<file path="src/rtl/assd_pkg.sv">
// Shared types, constants and the segment decoder of the auto-ranging display.
package assd_pkg;

  localparam int unsigned VAL_W   = 17;
  localparam int unsigned KEY_W   = 4;
  localparam int unsigned CNT_W   = 3;
  localparam int unsigned SCALE_W = 10;
  localparam int unsigned DIG_W   = 4;
  localparam int unsigned SEG_W   = 7;
  localparam int unsigned EN_W    = 4;
  localparam int unsigned SLOT_W  = 2;

  localparam logic [KEY_W-1:0] KEY_TEMP  = 4'd10;
  localparam logic [KEY_W-1:0] KEY_ANGLE = 4'd11;
  localparam logic [KEY_W-1:0] KEY_ROLL  = 4'd1;
  localparam logic [KEY_W-1:0] KEY_PITCH = 4'd2;

  localparam logic [CNT_W-1:0] FLASH_TOP = 3'd5;
  localparam logic [CNT_W-1:0] FLASH_OFF = 3'd3;

  localparam logic [VAL_W-1:0] VALUE_MAX = 17'd99999;
  localparam logic [VAL_W-1:0] RANGE_HI  = 17'd10000;
  localparam logic [VAL_W-1:0] RANGE_MID = 17'd1000;

  // floor(v/100) = (v * RECIP_100) >> 24 for v <= 99999
  localparam logic [17:0] RECIP_100 = 18'd167773;
  // floor(v/10) = (v * RECIP_10) >> 17 for v < 10000
  localparam logic [13:0] RECIP_10  = 14'd13108;
  // narrow reciprocals for s < 1000
  localparam logic [5:0]  RECIP_S100 = 6'd41;
  localparam logic [7:0]  RECIP_S10  = 8'd205;

  localparam logic [SEG_W-1:0]  DEGREE_SEGS = 7'h63;
  localparam logic [SLOT_W-1:0] SLOT_LAST   = 2'd3;

  localparam logic [2:0] DOT_NONE  = 3'b000;
  localparam logic [2:0] DOT_SECND = 3'b010;
  localparam logic [2:0] DOT_FIRST = 3'b001;

  typedef struct packed {
    logic [KEY_W-1:0] key_code;
    logic [VAL_W-1:0] pitch;
    logic [VAL_W-1:0] roll;
    logic [VAL_W-1:0] temperature;
  } in_item_t;

  typedef struct packed {
    logic               blank;
    logic [2:0]         dot_mask;
    logic [SCALE_W-1:0] scaled;
  } range_t;

  function automatic logic [SEG_W-1:0] seg_of(input logic [DIG_W-1:0] d);
    logic [SEG_W-1:0] s;
    case (d)
      4'd0:    s = 7'h3F;
      4'd1:    s = 7'h06;
      4'd2:    s = 7'h5B;
      4'd3:    s = 7'h4F;
      4'd4:    s = 7'h66;
      4'd5:    s = 7'h6D;
      4'd6:    s = 7'h7D;
      4'd7:    s = 7'h07;
      4'd8:    s = 7'h7F;
      4'd9:    s = 7'h6F;
      default: s = 7'h00;
    endcase
    return s;
  endfunction

endpackage

</file>
<file path="src/rtl/assd_front.sv">
// Input register, flash/mode state, key dispatch and auto-ranging of the shown value.
module assd_front import assd_pkg::*; (
  input  logic             clk,
  input  logic             rst,
  input  logic             cfg_wr_en,
  input  logic [VAL_W-1:0] cfg_wr_data,
  input  logic             in_valid,
  output logic             in_ready,
  input  in_item_t         in_item,
  output logic             rng_valid,
  input  logic             rng_ready,
  output range_t           rng
);

  logic             item_vld;
  in_item_t         item;
  logic [VAL_W-1:0] temp_limit;
  logic [CNT_W-1:0] flash_count;
  logic [CNT_W-1:0] flash_count_next;
  logic             angle_mode;
  logic             angle_mode_next;
  logic             lit;
  logic             emit;
  logic             blank;
  logic [VAL_W-1:0] value;
  logic [VAL_W-1:0] value_sat;
  logic [34:0]      prod_100;
  logic [27:0]      prod_10;
  range_t           rng_next;
  logic             rng_free;
  logic             advance;

  assign rng_free = !rng_valid || rng_ready;
  assign advance  = item_vld && rng_free;
  assign in_ready = !item_vld || advance;

  always_ff @(posedge clk) begin
    if (rst) begin
      item_vld <= 1'b0;
    end else if (in_ready) begin
      item_vld <= in_valid;
    end
    if (in_ready && in_valid) begin
      item <= in_item;
    end
  end

  always_ff @(posedge clk) begin
    if (rst) begin
      temp_limit <= 17'd5000;
    end else if (cfg_wr_en) begin
      temp_limit <= cfg_wr_data;
    end
  end

  always_comb begin
    if (item.temperature < temp_limit) begin
      flash_count_next = '0;
    end else if (flash_count == FLASH_TOP) begin
      flash_count_next = '0;
    end else begin
      flash_count_next = flash_count + 3'd1;
    end
    lit = flash_count_next < FLASH_OFF;

    // first match wins
    emit            = 1'b0;
    blank           = 1'b0;
    value           = item.temperature;
    angle_mode_next = angle_mode;
    if (item.key_code == KEY_TEMP && lit) begin
      emit            = 1'b1;
      angle_mode_next = 1'b0;
    end else if (item.key_code == KEY_ANGLE) begin
      angle_mode_next = 1'b1;
    end else if (item.key_code == KEY_ROLL && angle_mode && lit) begin
      emit  = 1'b1;
      value = item.roll;
    end else if (item.key_code == KEY_PITCH && angle_mode && lit) begin
      emit  = 1'b1;
      value = item.pitch;
    end else if (!lit) begin
      emit  = 1'b1;
      blank = 1'b1;
    end
  end

  assign value_sat = (value > VALUE_MAX) ? VALUE_MAX : value;
  assign prod_100  = value_sat * RECIP_100;
  assign prod_10   = value_sat[13:0] * RECIP_10;

  always_comb begin
    rng_next.blank = blank;
    if (value_sat >= RANGE_HI) begin
      rng_next.scaled   = prod_100[33:24];
      rng_next.dot_mask = DOT_NONE;
    end else if (value_sat >= RANGE_MID) begin
      rng_next.scaled   = prod_10[26:17];
      rng_next.dot_mask = DOT_SECND;
    end else begin
      rng_next.scaled   = value_sat[SCALE_W-1:0];
      rng_next.dot_mask = DOT_FIRST;
    end
  end

  always_ff @(posedge clk) begin
    if (rst) begin
      rng_valid   <= 1'b0;
      flash_count <= '0;
      angle_mode  <= 1'b0;
    end else begin
      if (rng_free) begin
        rng_valid <= advance && emit;
      end
      if (advance) begin
        flash_count <= flash_count_next;
        angle_mode  <= angle_mode_next;
      end
    end
    if (advance) begin
      rng <= rng_next;
    end
  end

endmodule

</file>
<file path="src/rtl/assd_frame.sv">
// Digit split, segment decode and the four-slot frame register that drives the output.
module assd_frame import assd_pkg::*; (
  input  logic        clk,
  input  logic        rst,
  input  logic        rng_valid,
  output logic        rng_ready,
  input  range_t      rng,
  output logic        out_valid,
  input  logic        out_ready,
  output logic [3:0]  digit_enable,
  output logic [6:0]  segments,
  output logic        dot,
  output logic        last
);

  logic [15:0]        prod_d0;
  logic [17:0]        prod_t;
  logic [DIG_W-1:0]   d0;
  logic [6:0]         tens;
  logic [DIG_W-1:0]   d1;
  logic [DIG_W-1:0]   d2;
  logic               busy;
  logic [SLOT_W-1:0]  slot;
  logic               blank_r;
  logic [2:0]         dot_r;
  logic [SEG_W-1:0]   seg_r [3];
  logic               load;
  logic               send;

  // hundreds and tens in parallel, then the remainders
  assign prod_d0 = rng.scaled * RECIP_S100;
  assign prod_t  = rng.scaled * RECIP_S10;
  assign d0      = prod_d0[15:12];
  assign tens    = prod_t[17:11];
  assign d1      = DIG_W'(tens - 7'(d0) * 7'd10);
  assign d2      = DIG_W'(rng.scaled - 10'(tens) * 10'd10);

  assign send      = busy && out_ready;
  assign rng_ready = !busy || (out_ready && slot == SLOT_LAST);
  assign load      = rng_valid && rng_ready;

  always_ff @(posedge clk) begin
    if (rst) begin
      busy <= 1'b0;
      slot <= '0;
    end else begin
      if (load) begin
        busy <= 1'b1;
      end else if (send && slot == SLOT_LAST) begin
        busy <= 1'b0;
      end
      if (send) begin
        slot <= slot + 2'd1;
      end
    end
    if (load) begin
      blank_r  <= rng.blank;
      dot_r    <= rng.dot_mask;
      seg_r[0] <= seg_of(d0);
      seg_r[1] <= seg_of(d1);
      seg_r[2] <= seg_of(d2);
    end
  end

  always_comb begin
    digit_enable = '0;
    segments     = '0;
    dot          = 1'b0;
    if (!blank_r) begin
      digit_enable = EN_W'(1) << slot;
      case (slot)
        2'd0:    begin segments = seg_r[0]; dot = dot_r[0]; end
        2'd1:    begin segments = seg_r[1]; dot = dot_r[1]; end
        2'd2:    begin segments = seg_r[2]; dot = dot_r[2]; end
        default: begin segments = DEGREE_SEGS; dot = 1'b0; end
      endcase
    end
  end

  assign out_valid = busy;
  assign last      = slot == SLOT_LAST;

`ifndef SYNTH
  a_enable_onehot: assert property (@(posedge clk) disable iff (rst)
    out_valid && digit_enable != 4'd0 |-> $onehot(digit_enable))
    else $error("digit enable not one-hot");

  a_blank_dark: assert property (@(posedge clk) disable iff (rst)
    out_valid && digit_enable == 4'd0 |-> segments == 7'd0 && !dot)
    else $error("blank slot shows segments");

  a_degree_slot: assert property (@(posedge clk) disable iff (rst)
    out_valid && last && !blank_r |-> segments == DEGREE_SEGS && !dot)
    else $error("fourth slot is not the degree symbol");

  a_frame_whole: assert property (@(posedge clk) disable iff (rst)
    send && !last |=> out_valid && slot == $past(slot) + 2'd1)
    else $error("frame broken before its fourth slot");
`endif

endmodule

</file>
<file path="src/rtl/autorange_seven_segment_display_top.sv">
// Top level of the auto-ranging four-digit seven-segment display controller.
//
//  channel  direction  handshake                      payload
//  s_axis   in         s_axis_tvalid / s_axis_tready  tdata: temperature, roll, pitch; tuser: key
//  m_axis   out        m_axis_tvalid / m_axis_tready  tdata: digit_enable, segments, dot; tlast
//  cfg      in         cfg_wr_en (no wait)            cfg_wr_data: temp_limit
//
// An item that shows a value or a blank frame yields four slot items, one per cycle while
// m_axis_tready is high, set by the slot counter; the frame register takes the next range
// only as the last slot goes out. Items that yield nothing are taken at one per cycle while
// the range register is free. An item passes the input and range registers before the frame
// register. Reset (rst, synchronous) clears flash count, angle mode and sets temp_limit to
// 5000. A stalled output holds the slot; the input and range registers accept until full.
module autorange_seven_segment_display_top import assd_pkg::*; (
  input  logic        clk,
  input  logic        rst,
  input  logic        cfg_wr_en,
  input  logic [16:0] cfg_wr_data,   // temp_limit
  input  logic        s_axis_tvalid,
  output logic        s_axis_tready,
  input  logic [55:0] s_axis_tdata,  // [16:0] temperature, [33:17] roll, [50:34] pitch
  input  logic [3:0]  s_axis_tuser,  // [3:0] key_code
  output logic        m_axis_tvalid,
  input  logic        m_axis_tready,
  output logic [15:0] m_axis_tdata,  // [3:0] digit_enable, [10:4] segments, [11] dot
  output logic        m_axis_tlast
);

  in_item_t   in_item;
  range_t     rng;
  logic       rng_valid;
  logic       rng_ready;
  logic [3:0] digit_enable;
  logic [6:0] segments;
  logic       dot;

  assign in_item.temperature = s_axis_tdata[16:0];
  assign in_item.roll        = s_axis_tdata[33:17];
  assign in_item.pitch       = s_axis_tdata[50:34];
  assign in_item.key_code    = s_axis_tuser;

  assd_front u_front (
    .clk         (clk),
    .rst         (rst),
    .cfg_wr_en   (cfg_wr_en),
    .cfg_wr_data (cfg_wr_data),
    .in_valid    (s_axis_tvalid),
    .in_ready    (s_axis_tready),
    .in_item     (in_item),
    .rng_valid   (rng_valid),
    .rng_ready   (rng_ready),
    .rng         (rng)
  );

  assd_frame u_frame (
    .clk          (clk),
    .rst          (rst),
    .rng_valid    (rng_valid),
    .rng_ready    (rng_ready),
    .rng          (rng),
    .out_valid    (m_axis_tvalid),
    .out_ready    (m_axis_tready),
    .digit_enable (digit_enable),
    .segments     (segments),
    .dot          (dot),
    .last         (m_axis_tlast)
  );

  assign m_axis_tdata = {4'b0000, dot, segments, digit_enable};

endmodule
</file>
<file path="config.mk">
export PLATFORM = sky130hd
export DESIGN_NAME = autorange_seven_segment_display_top
export DESIGN_NICKNAME = d
export VERILOG_FILES = /design/src/rtl/assd_pkg.sv /design/src/rtl/assd_front.sv /design/src/rtl/assd_frame.sv /design/src/rtl/autorange_seven_segment_display_top.sv
export SDC_FILE = /design/constraint.sdc
export NUM_CORES = 1
export LEC_CHECK = 0
export BUFFER_PORTS_ARGS = -buffer_cell sky130_fd_sc_hd__buf_2
export CAP_MARGIN = 20
export CORE_ASPECT_RATIO = 0.7
export CORE_MARGIN = 10
export CORE_UTILIZATION = 30
export DETAILED_ROUTE_END_ITERATION = 6
export MAX_ROUTING_LAYER = met4
export PLACE_DENSITY = 0.47
export SYNTH_ARGS = -nofsm -noshare
export SYNTH_HDL_FRONTEND = slang
export SYNTH_HIERARCHICAL = 1
export SYNTH_SLANG_ARGS = --single-unit
export TNS_END_PERCENT = 30
</file>
<file path="constraint.sdc">
create_clock -name clk -period 15.8 [get_ports clk]
set_input_delay 2.37 -clock clk [delete_from_list [all_inputs] [get_ports clk]]
set_output_delay 2.37 -clock clk [all_outputs]
set_load 0.005 [all_outputs]
</file>
## Yosys cells after proc, flatten, opt, wreduce, memory -nomap -nowiden

Memories as Yosys holds them, arrays and structs flattened.
Index checks and enable logic that the tools add are counted.

- Shifts and indexed selects: 1
- $mul: 6
- Magnitude comparators: 5
- Muxes and demuxes: 28
- Reductions and logical operators: 23
- Equality and inequality tests: 8
- Add/subtract/negate cells: 4

Operator list:

| cell | count |
|---|---|
| $mux 17 | 5 |
| $mul 17x18->34 const B | 1 |
| $mux 7 | 4 |
| $mul 14x12->25 const B | 1 |
| $pmux 7 s3 | 1 |
| $mul 10x8->18 const B | 1 |
| $ge 17x10->1 const B | 1 |
| $ge 17x14->1 const B | 1 |
| $gt 17x17->1 const B | 1 |
| $lt 17x17->1 | 1 |
| $mul 10x6->16 const B | 1 |
| $logic_and 1x1->1 | 12 |
| $mux 1 | 12 |
| $mux 12 | 1 |
| $mux 10 | 1 |
| $eq 4x4->1 const B | 2 |
| $sub 4x4->4 | 2 |
| $mul 7x3->3 const B | 1 |
| $mux 3 | 2 |
| $eq 2x2->1 const B | 2 |
| $eq 4x1->1 const B | 1 |
| $eq 4x2->1 const B | 1 |
| $mul 4x3->3 const B | 1 |
| $mux 4 | 1 |
| 13 further kinds | 18 |

- Bits of input ports: 82
- Bits in writable memories: 21
- Memories: 4
- Memory bits (read-only): 336
- Output and inout bits: 19
- Flip-flop bits (word level): 97

Memory list:

| name | depth | bits a word | rd ports | clocked after memory_dff | write ports | line | source |
|---|---|---|---|---|---|---|---|
| (no name shown) | 16 | 7 | 1 | 0 | 0 | assd_pkg.sv:55 | `case (d)` |
| (no name shown) | 16 | 7 | 1 | 0 | 0 | assd_pkg.sv:55 |  |
| (no name shown) | 16 | 7 | 1 | 0 | 0 | assd_pkg.sv:55 |  |
| u_frame.seg_r | 3 | 7 | 3 | 0 | 3 | assd_frame.sv:26 | `logic [SEG_W-1:0] seg_r [3];` |

## Logic depth before layout (Yosys ltp)

- Depth after elaboration: 14
- Mapped depth: 36

## Hierarchy

The synthesis kept the hierarchy.

Modules (own cells, without submodules):

| module | times used | seq. area each (sq um) | area each (sq um) | cells each |
|---|---|---|---|---|
| assd_front | 1 | 2502.4 | 12674.7 | 1241 |
| assd_frame | 1 | 810.8 | 3694.8 | 368 |
| autorange_seven_segment_display_top | 1 | 0.0 | 41.3 | 6 |

## Worst setup path after synthesis

OpenSTA, ideal clock, no wires.

- Kind: register -> register
- Start: register u_front/item[54] in the netlist's numbering
- End: register u_front/rng[4] (netlist name)
- Data arrival time: 8758 ps
- Stages on the path, launching flop included: 32
- Library setup time: 262 ps
- Slack: 6780 ps
- Path through: edfxtp_1 nand2b_1 or4b_1 buf_2 o22a_1 or4_4 a22oi_4 a41o_1 nand2_1 a211oi_1 inv_1 fa_1 inv_1 fa_1 fa_1 fa_1 fa_1 inv_1 fa_1 inv_1 ha_1 a21o_1 a21o_1 a21oi_1 o21ai_0 a31o_2 a21oi_1 o22ai_1 and4_1 a211oi_1 xor2_1 mux2i_1

RTL lines:

| what | line | source |
|---|---|---|
| start, declared | assd_front.sv:16 | `in_item_t item;` |
| start signal, assigned | assd_front.sv:44 | `item <= in_item;` |

==> flow_summary_export.csv <==
group,metric,value,unit
sta,fin_crit_sh,65.28,%
placement,portBuffers,91,
layout,diodes,0,
cts,post_cts_resized,0,
yosys,synth-edff-count,93,
yosys,synth_top_area_share,25.54,%
global_route,grt_max_degree,56,
worst_hold_path,hold_class,"reg -> reg",
sta,skew,15.91,ps
global_route,grt.total_usage,13.83,%
yosys,syn_avg_cell_area,10.16,sq um
layout,drive_gt1_share,9.662,%
yosys,synth_area,0.01641,sq mm
drt,drc,0,
cts,htree_levels,4,
worst_hold_path,hold_end,"u_frame/blank_r",
critical_path,r2r_cells,32,
critical_path,cpPeakStageDelay,640,ps
cts,clk_path_buf_depth,2,
sta,hold_viol_final,0,
die,dieArea,0.06461,sq mm
cts,clock-sinks,119,
outcome,outcome,"finished, final reports clean",
job,cap_violations,0,
cts,root_buffer,"clkbuf_16",
yosys,synth_area_leaders,"ha_1 26%, fa_1 21%, edfxtp_1 17%",
placement,dp_hpwl,36680,um
critical_path,cp.required,15950,ps
cts,clk_pin_slew_worst_paths,60,ps
global_route,grt_pass1_vias,11980,
critical_path,endpoint_kind,"register",
yosys,synth-async-reset-ratio,0,%
drt,num_vias,11310,
critical_path,reg2reg_to,"u_front/rng[4]",
yosys,syn_inst,1615,
worst_hold_path,min_from,"u_front/rng[13]",
yosys,yosysSeqAreaShare,20.19,%
cts,holdBufCountCts,0,
layout,area_growth_syn_to_layout,11.46,%
die,ios,101,
cts,cts_made_buffers,17,
sta,timing.fmax,0.09695,GHz
critical_path,r2r_start,"u_front/item[2]",
sta,timing.setup.tns,0,ps
global_route,grt_first_pass_wirelength,68650,um
critical_path,cp.arrival,10470,ps
drt,via_per_inst,4.618,
die,die_w,299.5,um
drt,drt_iter0_drc,649,
sta,worst_pin_slew,978.1,ps
die,die_h,215.7,um
sta,slew_headroom,34.79,%
cts,clkLatencyLatePin,420,ps
yosys,synth_warnings,6,
critical_path,critPathKind,"reg -> reg",
cts,cts_tree,"yes",
critical_path,cp_max_fo,17,
sta,drv_slew,0,
drt,drtPass1Iterations,5,
drt,wl,42500,um
global_route,overflow,0,
die,coreArea,0.05392,sq mm
die,start_util,30.43,%
critical_path,r2r_setup_slack,5490,ps
sta,rsz0062_at_grt,"false",
yosys,synth_top_area_cell,"ha_1",
placement,routabilityCongestion,0.8963,
sta,setup_violations,0,
yosys,synth_cell_type_count,87,
die,placementRows,71,
yosys,synth_seq_cells,119,
drt,wl_per_cell,17.36,um
cts,post_cts_buffers,0,
drt,ant_nets,0,
layout,nNetsFinal,2297,
placement,dpl.cell_count,2415,
layout,stdcell_count,2448,
sta,period_needed,10310,ps
critical_path,start_kind,"register",
worst_hold_path,whs_path_depth,0,
global_route,antenna_found_initial,0,
critical_path,crit_slowest_cell,"o311ai_1",
yosys,synthFlopType,"edfxtp_1",
layout,fill_cells,5597,
metal layers:
metal / up-vias / routed length (um) / track usage (%)
met5: - / 0 / -
met4: 0 / 306 / 1.963
met3: 18 / 2055 / 2.850
met2: 176 / 17370 / 19.40
met1: 5516 / 22760 / 20.45
li1: 5596 / - / -
placed cells by master, fill, tap and decap left out, types with 6 or more instances in the layout:
cell type	instances
o21ai_0	36
inv_1	375
o22ai_1	20
dfxtp_1	26
ha_1	335
o211ai_1	10
xnor2_1	26
a31oi_1	8
and4_1	6
nor2b_1	12
or3_1	8
xor2_1	12
a22oi_1	7
clkbuf_16	18
edfxtp_1	93
buf_2	91
nor3_1	13
nand2b_1	12
a211oi_1	6
nand3_1	16
buf_4	7
mux2i_1	29
nor2_1	71
and2_1	10
and3_1	7
a21oi_1	60
nand2_1	60
nand4_1	8
o21a_1	7
a21o_1	34
fa_1	175
through the flow:
stage | hold slack [ps] | setup WS, ps | utilization [%] | instance area [sq um]
floorplan | 400.3 | 6780 | - | 16420
global placement | 407.0 | 5633 | 32.82 | 17700
detailed placement | 406.2 | 5553 | 32.82 | 17700
CTS | 419.4 | 5495 | 33.87 | 18260
global route | 432.8 | 4821 | 33.92 | 18290
finish | 417.0 | 5486 | 33.92 | 18290
worst max-delay path, delay by kind of cell (launching register included):
family / cells / cell delay (ps)
adder cells (fa/ha/maj): 8 / 3920
AO/OA/AOI/OAI: 13 / 3550
AND/OR/NAND/NOR: 4 / 1190
buffers and inverters: 5 / 670
flip-flops: 1 / 430
XOR/XNOR: 1 / 170
multiplexers: 1 / 80
worst max path at each step:
stage	cells after the start	slack, ps	endpoint	start
2_1_floorplan	31	6780	u_front/rng[4]	u_front/item[54]
3_3_place_gp	32	5630	u_front/rng[4]	u_front/item[2]
3_5_place_dp	32	5550	u_front/rng[4]	u_front/item[2]
4_1_cts	32	5490	u_front/rng[4]	u_front/item[2]
5_1_grt	32	4820	u_front/rng[4]	u_front/item[2]
6_report	32	5490	u_front/rng[4]	u_front/item[2]
cells in the mapped netlist, drive strengths merged, types with 11 or more instances:
cell / count
inv: 375
ha: 335
fa: 175
edfxtp: 93
nor2: 71
a21oi: 64
nand2: 60
o21ai: 41
a21o: 35
mux2i: 29
xnor2: 27
dfxtp: 26
o22ai: 20
nand3: 18
clkbuf: 17
buf: 14
nor3: 13
and2: 12
nand2b: 12
nor2b: 12
xor2: 12
o211ai: 11
sequential cells by signal (all words and copies together) (netlist names):
signal,flops
u_front/item_vld,1
u_frame/blank_r,1
u_frame/seg_r,21
u_frame/out_valid,1
u_front/temp_limit,17
u_front/item,55
u_front/flash_count,3
u_front/rng,13
u_frame/slot,2
u_frame/dot_r,3
u_front/angle_mode,1
u_front/rng_valid,1
layout make-up:
class | count | area (sq um) | area share (%)
well taps | 730 | 913.4 | 4.993
flip-flops and latches | 119 | 3313 | 18.11
repair buffers | 99 | 535.5 | 2.928
clock inverters | 13 | 111.4 | 0.6088
multi-input cells | 1093 | 11560 | 63.18
clock buffers | 19 | 454.2 | 2.483
inverters | 375 | 1408 | 7.695
cells by family after synthesis:
kind of cell	count (synthesis)	synth area share [%]
fa+ha+maj	510	46.89
buf+inv	406	9.523
compound gates	261	11.34
simple gates	241	7.266
flops	119	20.19
xor+xnor	42	2.547
mux	34	2.203
other cells	2	0.04576
Power is not shown: default switching activity piles up to over one toggle a cycle in this logic, so the estimate is an artifact.
